## src/sv/iwy_pkg.sv

```systemverilog
// Shared types, constants and helper functions for the ISO week-year pipeline.
// Used by every module of iso_week_year_from_day_number; no dependencies.
`timescale 1ns / 1ps

package iwy_pkg;

    localparam int NumStages = 12;
    localparam int DayW      = 32;
    localparam int YearW     = 24;

    localparam int StgIn   = 0;
    localparam int StgZp   = 1;
    localparam int StgQ0   = 2;
    localparam int StgRem  = 3;
    localparam int StgDoe  = 4;
    localparam int StgDiv  = 5;
    localparam int StgT    = 6;
    localparam int StgYoe  = 7;
    localparam int StgY365 = 8;
    localparam int StgDoy  = 9;
    localparam int StgMon  = 10;
    localparam int StgOut  = 11;

    localparam int DaysPerEraI  = 146097;
    localparam int EpochShift   = 719468;
    localparam int EraBias      = 14695;
    localparam int EraYears     = 400;
    localparam int CentDays     = 36524;
    localparam int QuadYearDays = 1460;
    localparam int YearDays     = 365;
    localparam int CentYears    = 100;
    localparam int EraShift     = 24;
    localparam int EraHiLsb     = 10;
    localparam int QuadShift    = 29;
    localparam int YearShift    = 27;

    localparam logic [17:0] DaysPerEra = 18'(DaysPerEraI);
    localparam logic [32:0] ZpBias     =
        33'(longint'(EpochShift) + longint'(EraBias) * longint'(DaysPerEraI));
    localparam logic [16:0] EraRecip   =
        17'((longint'(1) << (EraShift + EraHiLsb)) / longint'(DaysPerEraI));
    localparam logic [18:0] DivRecip   =
        19'(((longint'(1) << QuadShift) + longint'(QuadYearDays) - 1) /
            longint'(QuadYearDays));
    localparam logic [24:0] YearBias   = 25'(EraBias * EraYears);

    localparam logic [3:0] MpDec = 4'd9;
    localparam logic [3:0] MpJan = 4'd10;
    localparam int         MonthCount = 12;

    typedef logic [NumStages-1:0] t_stage_vec;

    typedef struct packed {
        t_stage_vec en;
        t_stage_vec vld;
    } t_pipe_ctl;

    typedef struct packed {
        logic [17:0] doe;
        logic [14:0] q;
        logic        is_null;
    } t_era_beat;

    typedef struct packed {
        logic [8:0]  doy;
        logic [24:0] ybase;
        logic [2:0]  wd;
        logic        is_null;
    } t_doy_beat;

    // March-based day of year at which each month starts
    function automatic logic [8:0] month_start(input logic [3:0] mp);
        logic [8:0] s;
        case (mp)
            4'd0:    s = 9'd0;
            4'd1:    s = 9'd31;
            4'd2:    s = 9'd61;
            4'd3:    s = 9'd92;
            4'd4:    s = 9'd122;
            4'd5:    s = 9'd153;
            4'd6:    s = 9'd184;
            4'd7:    s = 9'd214;
            4'd8:    s = 9'd245;
            4'd9:    s = 9'd275;
            4'd10:   s = 9'd306;
            4'd11:   s = 9'd337;
            default: s = 9'd0;
        endcase
        return s;
    endfunction

    // residue mod 7 by folding octal digits (8 = 1 mod 7)
    function automatic logic [2:0] mod7(input logic [17:0] x);
        logic [5:0] s1;
        logic [3:0] s2;
        logic [3:0] s3;
        s1 = 6'(x[2:0]) + 6'(x[5:3]) + 6'(x[8:6]) + 6'(x[11:9]) + 6'(x[14:12]) +
             6'(x[17:15]);
        s2 = 4'(s1[5:3]) + 4'(s1[2:0]);
        s3 = (s2 >= 4'd7) ? (s2 - 4'd7) : s2;
        return s3[2:0];
    endfunction

endpackage

```

## src/sv/iwy_stage_ctl.sv

```systemverilog
// Stage valid bits and load enables for the twelve-stage pipeline.
// Depends on iwy_pkg.
`timescale 1ns / 1ps

module iwy_stage_ctl (
    input  logic               i_clk,
    input  logic               i_rst_n,
    input  logic               i_valid,
    input  logic               i_stall,
    output iwy_pkg::t_pipe_ctl o_ctl,
    output logic               o_stall,
    output logic               o_valid
);
    import iwy_pkg::*;

    t_stage_vec r_vld;
    t_stage_vec n_vld;
    t_stage_vec w_rdy;
    t_stage_vec w_en;
    t_stage_vec w_fed;

    always_comb begin
        for (int k = 0; k < NumStages; k++) begin
            w_rdy[k] = !i_stall || ((r_vld | t_stage_vec'((1 << k) - 1)) != '1);
            w_fed[k] = (k == 0) ? i_valid : r_vld[(k == 0) ? 0 : k - 1];
            w_en[k]  = w_rdy[k] && w_fed[k];
            n_vld[k] = w_rdy[k] ? w_fed[k] : r_vld[k];
        end
    end

    always_ff @(posedge i_clk) begin
        if (!i_rst_n) begin
            r_vld <= '0;
        end else begin
            r_vld <= n_vld;
        end
    end

    assign o_ctl.en  = w_en;
    assign o_ctl.vld = r_vld;
    assign o_stall   = !w_rdy[StgIn];
    assign o_valid   = r_vld[StgOut];

`ifndef NO_ASSERTIONS
    a_stall_only_full: assert property (@(posedge i_clk) disable iff (!i_rst_n)
        o_stall |-> ((&r_vld) && i_stall))
        else $error("upstream stalled while a stage is empty");

    a_beat_count: assert property (@(posedge i_clk) disable iff (!i_rst_n)
        $past(i_rst_n) |-> ($countones(r_vld) == $countones($past(r_vld)) +
            int'($past(i_valid && !o_stall)) - int'($past(o_valid && !i_stall))))
        else $error("beat lost or duplicated in pipeline");
`endif

endmodule

```

## src/sv/iwy_era_split.sv

```systemverilog
// Input register and era split: day count to day-of-era and era index.
// Stages in, zp, q0, rem, doe. Depends on iwy_pkg.
`timescale 1ns / 1ps

module iwy_era_split (
    input  logic                      i_clk,
    input  iwy_pkg::t_pipe_ctl        i_ctl,
    input  logic signed [iwy_pkg::DayW-1:0] i_day_number,
    input  logic                      i_in_null,
    output iwy_pkg::t_era_beat        o_beat
);
    import iwy_pkg::*;

    logic [DayW-1:0] r0_day;
    logic            r0_null;
    logic [32:0]     r1_zp;
    logic            r1_null;
    logic [14:0]     r2_q0;
    logic [18:0]     r2_zlo;
    logic            r2_null;
    logic [14:0]     r3_q0;
    logic [18:0]     r3_rem;
    logic            r3_null;
    logic [17:0]     r4_doe;
    logic [14:0]     r4_q;
    logic            r4_null;

    logic [32:0] n1_zp;
    logic [39:0] w_eprod;
    logic [32:0] w_qd;
    logic        w_ge;
    logic [18:0] w_rem_sub;

    assign n1_zp     = {r0_day[DayW-1], r0_day} + ZpBias;
    assign w_eprod   = 40'(r1_zp[32:EraHiLsb]) * 40'(EraRecip);
    assign w_qd      = 33'(r2_q0) * 33'(DaysPerEra);
    assign w_ge      = r3_rem >= {1'b0, DaysPerEra};
    assign w_rem_sub = r3_rem - {1'b0, DaysPerEra};

    always_ff @(posedge i_clk) begin
        if (i_ctl.en[StgIn]) begin
            r0_day  <= i_day_number;
            r0_null <= i_in_null;
        end
        if (i_ctl.en[StgZp]) begin
            r1_zp   <= n1_zp;
            r1_null <= r0_null;
        end
        if (i_ctl.en[StgQ0]) begin
            r2_q0   <= w_eprod[EraShift+14:EraShift];
            r2_zlo  <= r1_zp[18:0];
            r2_null <= r1_null;
        end
        if (i_ctl.en[StgRem]) begin
            r3_q0   <= r2_q0;
            r3_rem  <= r2_zlo - w_qd[18:0];
            r3_null <= r2_null;
        end
        if (i_ctl.en[StgDoe]) begin
            r4_doe  <= w_ge ? w_rem_sub[17:0] : r3_rem[17:0];
            r4_q    <= r3_q0 + 15'(w_ge);
            r4_null <= r3_null;
        end
    end

    assign o_beat.doe     = r4_doe;
    assign o_beat.q       = r4_q;
    assign o_beat.is_null = r4_null;

`ifndef NO_ASSERTIONS
    a_era_rem_range: assert property (@(posedge i_clk)
        i_ctl.vld[StgRem] |-> (r3_rem < {DaysPerEra, 1'b0}))
        else $error("era quotient estimate off by more than one");
`endif

endmodule

```

## src/sv/iwy_year_of_era.sv

```systemverilog
// Day-of-era to year-of-era, day of March-based year and ISO weekday.
// Stages div, t, yoe, y365, doy. Depends on iwy_pkg.
`timescale 1ns / 1ps

module iwy_year_of_era (
    input  logic               i_clk,
    input  iwy_pkg::t_pipe_ctl i_ctl,
    input  iwy_pkg::t_era_beat i_beat,
    output iwy_pkg::t_doy_beat o_beat
);
    import iwy_pkg::*;

    logic [6:0]  r5_a;
    logic [2:0]  r5_b;
    logic        r5_c;
    logic [17:0] r5_doe;
    logic [14:0] r5_q;
    logic [2:0]  r5_wd;
    logic        r5_null;
    logic [17:0] r6_t;
    logic [17:0] r6_doe;
    logic [23:0] r6_q400;
    logic [2:0]  r6_wd;
    logic        r6_null;
    logic [8:0]  r7_yoe;
    logic [17:0] r7_doe;
    logic [23:0] r7_q400;
    logic [2:0]  r7_wd;
    logic        r7_null;
    logic [16:0] r8_y365;
    logic [6:0]  r8_yq;
    logic [17:0] r8_doe;
    logic [24:0] r8_ybase;
    logic [2:0]  r8_wd;
    logic        r8_null;
    logic [8:0]  r9_doy;
    logic [24:0] r9_ybase;
    logic [2:0]  r9_wd;
    logic        r9_null;

    logic [36:0] w_aprod;
    logic [36:0] w_yprod;
    logic [2:0]  n5_b;
    logic [1:0]  n8_hund;
    logic [17:0] n9_doy;

    assign w_aprod = 37'(i_beat.doe) * 37'(DivRecip);
    assign w_yprod = 37'(r6_t) * 37'(DivRecip);
    assign n9_doy  = r8_doe - 18'(r8_y365) - 18'(r8_yq);

    always_comb begin
        n5_b    = '0;
        n8_hund = '0;
        for (int k = 1; k <= 4; k++) begin
            n5_b = n5_b + 3'(i_beat.doe >= 18'(k * CentDays));
        end
        for (int k = 1; k <= 3; k++) begin
            n8_hund = n8_hund + 2'(r7_yoe >= 9'(k * CentYears));
        end
    end

    always_ff @(posedge i_clk) begin
        if (i_ctl.en[StgDiv]) begin
            r5_a    <= w_aprod[QuadShift+6:QuadShift];
            r5_b    <= n5_b;
            r5_c    <= i_beat.doe == (DaysPerEra - 18'd1);
            r5_doe  <= i_beat.doe;
            r5_q    <= i_beat.q;
            r5_wd   <= mod7(i_beat.doe + 18'd2) + 3'd1;
            r5_null <= i_beat.is_null;
        end
        if (i_ctl.en[StgT]) begin
            r6_t    <= r5_doe - 18'(r5_a) + 18'(r5_b) - 18'(r5_c);
            r6_doe  <= r5_doe;
            r6_q400 <= 24'(r5_q) * 24'(EraYears);
            r6_wd   <= r5_wd;
            r6_null <= r5_null;
        end
        if (i_ctl.en[StgYoe]) begin
            r7_yoe  <= w_yprod[YearShift+8:YearShift];
            r7_doe  <= r6_doe;
            r7_q400 <= r6_q400;
            r7_wd   <= r6_wd;
            r7_null <= r6_null;
        end
        if (i_ctl.en[StgY365]) begin
            r8_y365  <= 17'(r7_yoe) * 17'(YearDays);
            r8_yq    <= 7'(r7_yoe[8:2]) - 7'(n8_hund);
            r8_doe   <= r7_doe;
            r8_ybase <= 25'(r7_q400) + 25'(r7_yoe) - YearBias;
            r8_wd    <= r7_wd;
            r8_null  <= r7_null;
        end
        if (i_ctl.en[StgDoy]) begin
            r9_doy   <= n9_doy[8:0];
            r9_ybase <= r8_ybase;
            r9_wd    <= r8_wd;
            r9_null  <= r8_null;
        end
    end

    assign o_beat.doy     = r9_doy;
    assign o_beat.ybase   = r9_ybase;
    assign o_beat.wd      = r9_wd;
    assign o_beat.is_null = r9_null;

`ifndef NO_ASSERTIONS
    a_doy_range: assert property (@(posedge i_clk)
        i_ctl.vld[StgDoy] |-> (r9_doy < 9'(YearDays + 1)))
        else $error("day of year out of range");
`endif

endmodule

```

## src/sv/iwy_iso_resolve.sv

```systemverilog
// Month and day from March-based day of year, then ISO week-year choice.
// Stages mon and out (result register). Depends on iwy_pkg.
`timescale 1ns / 1ps

module iwy_iso_resolve (
    input  logic                       i_clk,
    input  iwy_pkg::t_pipe_ctl         i_ctl,
    input  iwy_pkg::t_doy_beat         i_beat,
    output logic signed [iwy_pkg::YearW-1:0] o_iso_year,
    output logic                       o_out_null
);
    import iwy_pkg::*;

    logic [3:0]       r10_mp;
    logic [4:0]       r10_mday;
    logic [24:0]      r10_ybase;
    logic [2:0]       r10_wd;
    logic             r10_null;
    logic [YearW-1:0] r11_year;
    logic             r11_null;

    logic [3:0]  n10_mp;
    logic [8:0]  n10_mday;
    logic [24:0] w_year;
    logic [24:0] w_iso;
    logic        w_next;
    logic        w_prev;

    always_comb begin
        n10_mp = '0;
        for (int k = 1; k < MonthCount; k++) begin
            n10_mp = n10_mp + 4'(i_beat.doy >= month_start(4'(k)));
        end
        n10_mday = i_beat.doy - month_start(n10_mp) + 9'd1;
    end

    always_comb begin
        w_year = r10_ybase + 25'(r10_mp >= MpJan);
        w_next = (r10_mp == MpDec) && (r10_mday >= 5'd29) &&
                 (6'(r10_mday) >= 6'(r10_wd) + 6'd28);
        w_prev = (r10_mp == MpJan) && (r10_mday <= 5'd3) &&
                 (4'(r10_wd) >= 4'(r10_mday) + 4'd4);
        w_iso  = w_year;
        if (w_next) begin
            w_iso = w_year + 25'd1;
        end else if (w_prev) begin
            w_iso = w_year - 25'd1;
        end
    end

    always_ff @(posedge i_clk) begin
        if (i_ctl.en[StgMon]) begin
            r10_mp    <= n10_mp;
            r10_mday  <= n10_mday[4:0];
            r10_ybase <= i_beat.ybase;
            r10_wd    <= i_beat.wd;
            r10_null  <= i_beat.is_null;
        end
        if (i_ctl.en[StgOut]) begin
            r11_year <= r10_null ? '0 : w_iso[YearW-1:0];
            r11_null <= r10_null;
        end
    end

    assign o_iso_year = r11_year;
    assign o_out_null = r11_null;

`ifndef NO_ASSERTIONS
    a_mday_range: assert property (@(posedge i_clk)
        i_ctl.vld[StgMon] |-> ((r10_mday >= 5'd1) && (r10_mp < 4'(MonthCount))))
        else $error("month or day of month out of range");
`endif

endmodule

```

## src/sv/iso_week_year_from_day_number.sv

```systemverilog
// Top level: ISO 8601 week-numbering year of a signed day count.
// Depends on iwy_pkg, iwy_stage_ctl, iwy_era_split, iwy_year_of_era, iwy_iso_resolve.
//
//   channel   direction  handshake           payload
//   input     in         i_valid / o_stall   i_day_number[31:0] s, i_in_null
//   result    out        o_valid / i_stall   o_iso_year[23:0] s, o_out_null
//
// One beat per cycle sustained while o_stall is low; o_valid marks a beat that has passed
// through the twelve register stages of the datapath (at most one multiply per stage).
// Reset clears the stage valid bits only; payload registers are not reset.
// i_stall holds the pipeline while empty stages still fill, so bubbles close up.
// o_stall rises only when all twelve stages hold a beat and i_stall is high.
`timescale 1ns / 1ps

module iso_week_year_from_day_number (
    input  logic                             i_clk,
    input  logic                             i_rst_n,
    input  logic                             i_valid,
    output logic                             o_stall,
    input  logic signed [iwy_pkg::DayW-1:0]  i_day_number,
    input  logic                             i_in_null,
    output logic                             o_valid,
    input  logic                             i_stall,
    output logic signed [iwy_pkg::YearW-1:0] o_iso_year,
    output logic                             o_out_null
);
    import iwy_pkg::*;

    t_pipe_ctl w_ctl;
    t_era_beat w_era;
    t_doy_beat w_doy;

    iwy_stage_ctl u_ctl (
        .i_clk   (i_clk),
        .i_rst_n (i_rst_n),
        .i_valid (i_valid),
        .i_stall (i_stall),
        .o_ctl   (w_ctl),
        .o_stall (o_stall),
        .o_valid (o_valid)
    );

    iwy_era_split u_era (
        .i_clk        (i_clk),
        .i_ctl        (w_ctl),
        .i_day_number (i_day_number),
        .i_in_null    (i_in_null),
        .o_beat       (w_era)
    );

    iwy_year_of_era u_yoe (
        .i_clk  (i_clk),
        .i_ctl  (w_ctl),
        .i_beat (w_era),
        .o_beat (w_doy)
    );

    iwy_iso_resolve u_iso (
        .i_clk      (i_clk),
        .i_ctl      (w_ctl),
        .i_beat     (w_doy),
        .o_iso_year (o_iso_year),
        .o_out_null (o_out_null)
    );

endmodule
```

## config.mk

```make
export PLATFORM = sky130hd
export DESIGN_NAME = iso_week_year_from_day_number
export DESIGN_NICKNAME = d
export VERILOG_FILES = /design/src/sv/iwy_pkg.sv /design/src/sv/iwy_stage_ctl.sv /design/src/sv/iwy_era_split.sv /design/src/sv/iwy_year_of_era.sv /design/src/sv/iwy_iso_resolve.sv /design/src/sv/iso_week_year_from_day_number.sv
export SDC_FILE = /design/constraint.sdc
export NUM_CORES = 2
export LEC_CHECK = 0
export ABC_AREA = 1
export ABC_CLOCK_PERIOD_IN_PS = 6800
export BUFFER_PORTS_ARGS = -buffer_cell sky130_fd_sc_hd__buf_2
export CAP_MARGIN = 15
export CORE_UTILIZATION = 43
export CTS_CLUSTER_SIZE = 14
export DETAILED_ROUTE_END_ITERATION = 16
export PLACE_DENSITY = 0.58
export SETUP_SLACK_MARGIN = 0.2
export SYNTH_ARGS = -nofsm -noshare
export SYNTH_HDL_FRONTEND = slang
export SYNTH_SLANG_ARGS = --single-unit
export TNS_END_PERCENT = 20
```

## constraint.sdc

```tcl
create_clock -name i_clk -period 6.8 [get_ports i_clk]
set_input_delay 1.36 -clock i_clk [delete_from_list [all_inputs] [get_ports i_clk]]
set_output_delay 1.36 -clock i_clk [all_outputs]
set_load 0.02 [all_outputs]
```

### Word-level counts from Yosys, hierarchy flattened

Memories as Yosys holds them, arrays and structs flattened.
Cells that the tools add are included.

* bits in read-only memories: 144
* memories: 1
* input port bits: 37
* flip-flop bits (word level): 476
* output and inout bits: 27

* multipliers: 6
* mux-type cells: 4
* bitwise gates (word level): 1
* reduce and logical (&&, ||, !) cells: 30
* magnitude comparators: 25
* add/subtract/negate cells: 43
* eq/ne operators: 14

Memory list
* (name not given): words 16, bits a word 9, rd ports 1, clocked after Yosys merged registers in 0, write ports 0, line iwy_pkg.sv:74 `case (mp)`

Operators with widths (count)
* 18-bit by 16-bit multiplier with 33-bit output (second input constant): 2
* 24-bit two-way mux: 2
* 9-bit by 8-bit greater-or-equal comparator with 1-bit output (second input constant): 5
* 4-bit by 1-bit adder with 4-bit output: 9
* 18-bit by 17-bit greater-or-equal comparator with 1-bit output (second input constant): 2
* 9-bit greater-or-equal comparator (second input constant): 4
* 23-bit by 14-bit multiplier with 36-bit output (second input constant): 1
* 33-bit by 32-bit adder with 33-bit output (second input constant): 1
* 9-bit by 7-bit greater-or-equal comparator with 1-bit output (second input constant): 3
* 24-bit by 1-bit adder with 24-bit output: 1
* 24-bit by 1-bit adder with 24-bit output (second input constant): 1
* 24-bit by 9-bit adder with 24-bit output: 1
* 6-bit by 3-bit adder with 6-bit output: 4
* 24-bit by 1-bit subtractor with 24-bit output (second input constant): 1
* 24-bit by 23-bit subtractor with 24-bit output (second input constant): 1
* 15-bit by 5-bit multiplier with 20-bit output (second input constant): 1
* 19-bit by 18-bit greater-or-equal comparator with 1-bit output (second input constant): 1
* 15-bit by 18-bit multiplier with 19-bit output (second input constant): 1
* 19-bit subtractor: 1
* 18-bit by 2-bit adder with 18-bit output (second input constant): 1
* 18-bit by 3-bit adder with 18-bit output: 1
* 18-bit equality test (second input constant): 1
* 18-bit by 16-bit greater-or-equal comparator with 1-bit output (second input constant): 1
* 18-bit greater-or-equal comparator (second input constant): 1
* other kinds (44): 76

### Logic depth before layout (Yosys ltp)

An unclocked memory read counts as a cell.

* depth in word-level cells: 14
* depth in mapped cells: 26
* depth with buffers taken out: 26

### Modules after synthesis

A second synthesis with hierarchy kept.

* cells, all modules: 5235
* area total of the unflattened synthesis: 48552.8 um2

Modules (own cells, without submodules)
* iwy_year_of_era: area each 25345.6 um2, instances 1, cells an instance 2643, seq. area each 6936.7 um2
* iwy_era_split: area each 17495.5 um2, instances 1, cells an instance 1807, seq. area each 5134.9 um2
* iwy_iso_resolve: area each 5136.2 um2, instances 1, cells an instance 702, seq. area each 1861.8 um2
* iwy_stage_ctl: area each 575.6 um2, instances 1, cells an instance 83, seq. area each 240.2 um2

### Worst setup path after synthesis

No wires, ideal clock.

* kind: register to register
* start: register u_era.r4_doe[1]
* end: register u_yoe.r5_wd[2], data pin
* arrival: 5.608 ns
* stages on the path, launching flop included: 25
* path slack: 0.933 ns
* path through: edfxtp_1 ha_1 xor2_1 ha_1 inv_1 fa_1 inv_1 fa_1 inv_1 fa_1 fa_1 inv_1 ha_1 fa_1 xor2_1 ha_1 inv_1 fa_1 inv_1 ha_1 nand2_1 nand2_1 xor2_1 ha_1 xnor2_1

* word-level cells in the longest chain between the ends: 10
* elaborated cells between the ends (all ways): 11

Ends and longest elaborated chain
* from (decl): line iwy_era_split.sv:24 `logic [17:0] r4_doe;`
* from (signal assigned): line iwy_era_split.sv:60 `r4_doe <= w_ge ? w_rem_sub[17:0] : r3_rem[17:0];`
* 18-bit by 2-bit adder with 18-bit output *: line iwy_year_of_era.sv:69 `r5_wd <= mod7(i_beat.doe + 18'd2) + 3'd1;`
* 3-bit by 3-bit adder with 4-bit output: line iwy_pkg.sv:97 `s1 = 6'(x[2:0]) + 6'(x[5:3]) + 6'(x[8:6]) + 6'(x[11:9]) + 6'(x[14:12]) +`
* 6-bit by 3-bit adder with 6-bit output (3 in a row): line iwy_pkg.sv:97
* 6-bit by 3-bit adder with 6-bit output *: line iwy_pkg.sv:97
* 3-bit by 3-bit adder with 4-bit output *: line iwy_pkg.sv:99 `s2 = 4'(s1[5:3]) + 4'(s1[2:0]);`
* 4-bit by 3-bit greater-or-equal comparator with 1-bit output / 3-bit subtractor (equally long branches): line iwy_pkg.sv:100 `s3 = (s2 >= 4'd7) ? (s2 - 4'd7) : s2;`
* 3-bit two-way mux *: line iwy_pkg.sv:100
* 3-bit by 1-bit adder with 3-bit output *: line iwy_year_of_era.sv:69
* to (signal assigned): line iwy_year_of_era.sv:69
* to (decl): line iwy_year_of_era.sv:18 `logic [2:0] r5_wd;`

Every way passes the cells marked *; elsewhere a longest branch is shown, timed or not.
A chain may end at the register's enable or synchronous reset.

### Worst setup path after layout

Ends and elaborated chain as after synthesis.

==> flow_summary.ini <==
[run_status]
status = finished, final reports clean

[die]
coreArea_mm2 = 0.104
die_w_um = 326
start_util = 0.434
die_y_um = 326
die_area_mm2 = 0.106
io_pins = 64
placementRows = 118

[clock_network]
cts_tree = yes
htree_levels = 2
clock-sinks = 474
cts_resized = 0
cts_max_path_buffers = 3
cts_root_buffer = clkbuf_16
clk_latency_ns = 0.65
cts_buffers = 55
path_clk_slew_ns = 0.06

[sta]
skew_ns = 0.0331
relSlewSlack = 0.294
tns_ns = 0
max_clock_freq_ghz = 0.162
slew_violations = 0
final-setup-viol-count = 0
period_minus_slack_ns = 6.16
hold_viol_final = 0
tightestPinTransition_ns = 1.06
period_share = 0.906
rsz0062_at_grt = no

[setup_path]
path_cells = ha_1 -> xor2_1 -> ha_1 -> inv_1 -> fa_1 -> inv_1 -> fa_1 -> inv_1 -> fa_1 -> fa_1 -> inv_1 -> ha_1 -> fa_1 -> xor2_1 -> ha_1 -> inv_1 -> fa_1 -> inv_1 -> ha_1 -> nand2_1 -> nand2_1 -> xor2_1 -> ha_1 -> xnor2_1
required_ns = 7.19
crit_family = adder cells
crit_fanout = 9
cp-startpoint = u_era.r4_doe[1]$_DFFE_PP_
crit_buf_inv = 6
cp_slowest_stage_delay_ns = 0.54
r2r-start = u_era.r4_doe[1]$_DFFE_PP_
critPathLaunchType = flip-flop
end_kind = flip-flop
path_class = reg2reg
critPathSlowestCell = edfxtp_1
cp.arrival_ns = 6.55

[global_routing]
antenna_found_initial = 1
grt_overflow_total = 0
grt_max_degree = 52
grt_pass1_wl_um = 154000
first_global_vias = 29800
grt_usage = 0.181

[flow_run]
max_cap_violations = 0

[synthesis]
synth_cells = 4304
seq_area_frac_synth = 0.313
yosys_warnings = 0
synthFlopType = edfxtp_1
synth_seq_cells = 474
synth_xor_area_frac = 0.0484
synth-compound-area-share = 0.0546
synth-simple-area-share = 0.0921
synthMuxAreaShare = 0
synth_edf_count = 462
synth_fp_nets = 5532
async_flop_share = 0
synthAdderAreaFrac = 0.407
netlist_area_mm2 = 0.0451
avgSynthCellArea_um2 = 10.5
synth.distinct_cells = 63
synth_top_family_by_area = adder cells

[routing]
vias = 28400
wl_um = 91500
final_antenna_net_count = 0
routedWlPerCell_um = 15.6
first_iter_violations = 1287
drc = 0
first_pass_iters = 5
vias_per_cell = 4.85

[placed_design]
dp_cells = 5758
hpwl_um = 75800
gp_congestion = 0.935
numPortBuffers = 63

[layout]
final_common_cell = inv_1
fin_nets = 5665
drive_above_1_share = 0.0551
fin_cells = 5864
regArea_mm2 = 0.0141
final_cell_mix = inv_1 (987), ha_1 (731), edfxtp_1 (462)
fill_cells = 9629
area_growth_pct = 9.05
multi_input_area_mm2 = 0.0272
n_antenna_cell = 0

[worst_hold_path]
worstHoldStart = u_yoe.r9_ybase[1]$_DFFE_PP_
hp-class = reg2reg
state kept, by name (all words and copies together) (netlist names), 12 cells and up:
name	cells
u_era.r1_zp	33
u_era.r0_day	32
u_iso.o_iso_year	24
u_iso.r10_ybase	24
u_yoe.r8_ybase	24
u_yoe.r9_ybase	24
u_yoe.r6_q400	20
u_yoe.r7_q400	20
u_era.r2_zlo	19
u_era.r3_rem	19
u_era.r4_doe	18
u_yoe.r5_doe	18
u_yoe.r6_t	18
u_era.r2_q0	15
u_era.r3_q0	15
u_era.r4_q	15
u_yoe.r5_q	15
u_ctl.r_vld	12
final cells by class:
type,instances,share of cell area
Sequential cell,474,0.287
Inverter,993,0.0759
Clock buffer,67,0.0310
Timing Repair Buffer,89,0.0104
Multi-Input combinational cell,2824,0.553
Clock inverter,37,0.00708
Tap cell,1380,0.0351
kinds of logic (layout without fill, tap and decap cells):
| kind of cell | after synthesis | after routing |
|---|---|---|
| AO/OA/AOI/OAI | 437 | 437 |
| adder cells (fa/ha/maj) | 1191 | 1191 |
| XOR/XNOR | 246 | 246 |
| flip-flops | 474 | 474 |
| buffers and inverters | 1006 | 1186 |
| AND/OR/NAND/NOR | 950 | 950 |
cells in the mapped netlist, types with 5 or more instances:
cell      count  area (um^2)
o21ai_1       9         45.0
fa_1        460         9210
xnor2_1      76          666
inv_1       989         3710
nand4_1      39          244
nor2_2        7         43.8
a21o_1       13         97.6
nor2_1      225          845
dfxtp_1      12          240
o21a_1       16          120
nor3_1       44          220
nand2_1     447         1680
o211ai_1      9         67.6
ha_1        731         9150
o21ai_0     111          556
clkbuf_1      5         18.8
o21bai_1     14          105
nor4_1        8         50.1
a21oi_1     210         1050
nor2_4        5         56.3
xor2_1      168         1470
nand3_1     130          651
o31ai_1       7         52.6
a31oi_1      14         87.6
nand2_2      16          100
edfxtp_1    462        13900
a211oi_1      9         67.6
a21boi_0      5         37.5
repair_timing:
action / in CTS / in global routing
endpoints found under the setup margin: 0 / 2
setup buffers: 0 / 2
hold buffers: 0 / 0
path summary, 6_finish.rpt:
path / endpoint / slack [ns] / cells past startpoint
hold reg to reg: u_iso.r10_ybase[1]$_DFFE_PP_ / 0.41 / 0
setup reg to reg: u_yoe.r5_wd[2]$_DFFE_PP_ / 0.64 / 24
setup / recovery: u_yoe.r5_wd[2]$_DFFE_PP_ / 0.64 / 24
hold / removal: u_iso.r10_ybase[1]$_DFFE_PP_ / 0.41 / 0
routing by layer:
layer  share of wire  wire, um  vias up  GRT usage
li1                -         -    14200          -
met1            0.46     42500    13700      0.243
met2            0.47     43400      439      0.306
met3           0.036      3340      117     0.0233
met4           0.024      2200        0     0.0487
met5               0         0        -          0
metrics by stage:
step	hold slack [ns]	worst slack, ns	area [um^2]	util
finish	0.411	0.640	49200	0.474
global route	0.421	0.210	49200	0.474
detailed placement	0.405	0.556	47300	0.455
floorplan	0.400	0.933	45100	-
global placement	0.400	0.619	47300	0.455
CTS	0.406	0.571	49100	0.473
Power is not shown: default switching activity piles up to over one toggle a cycle in this logic, so the estimate is an artifact.
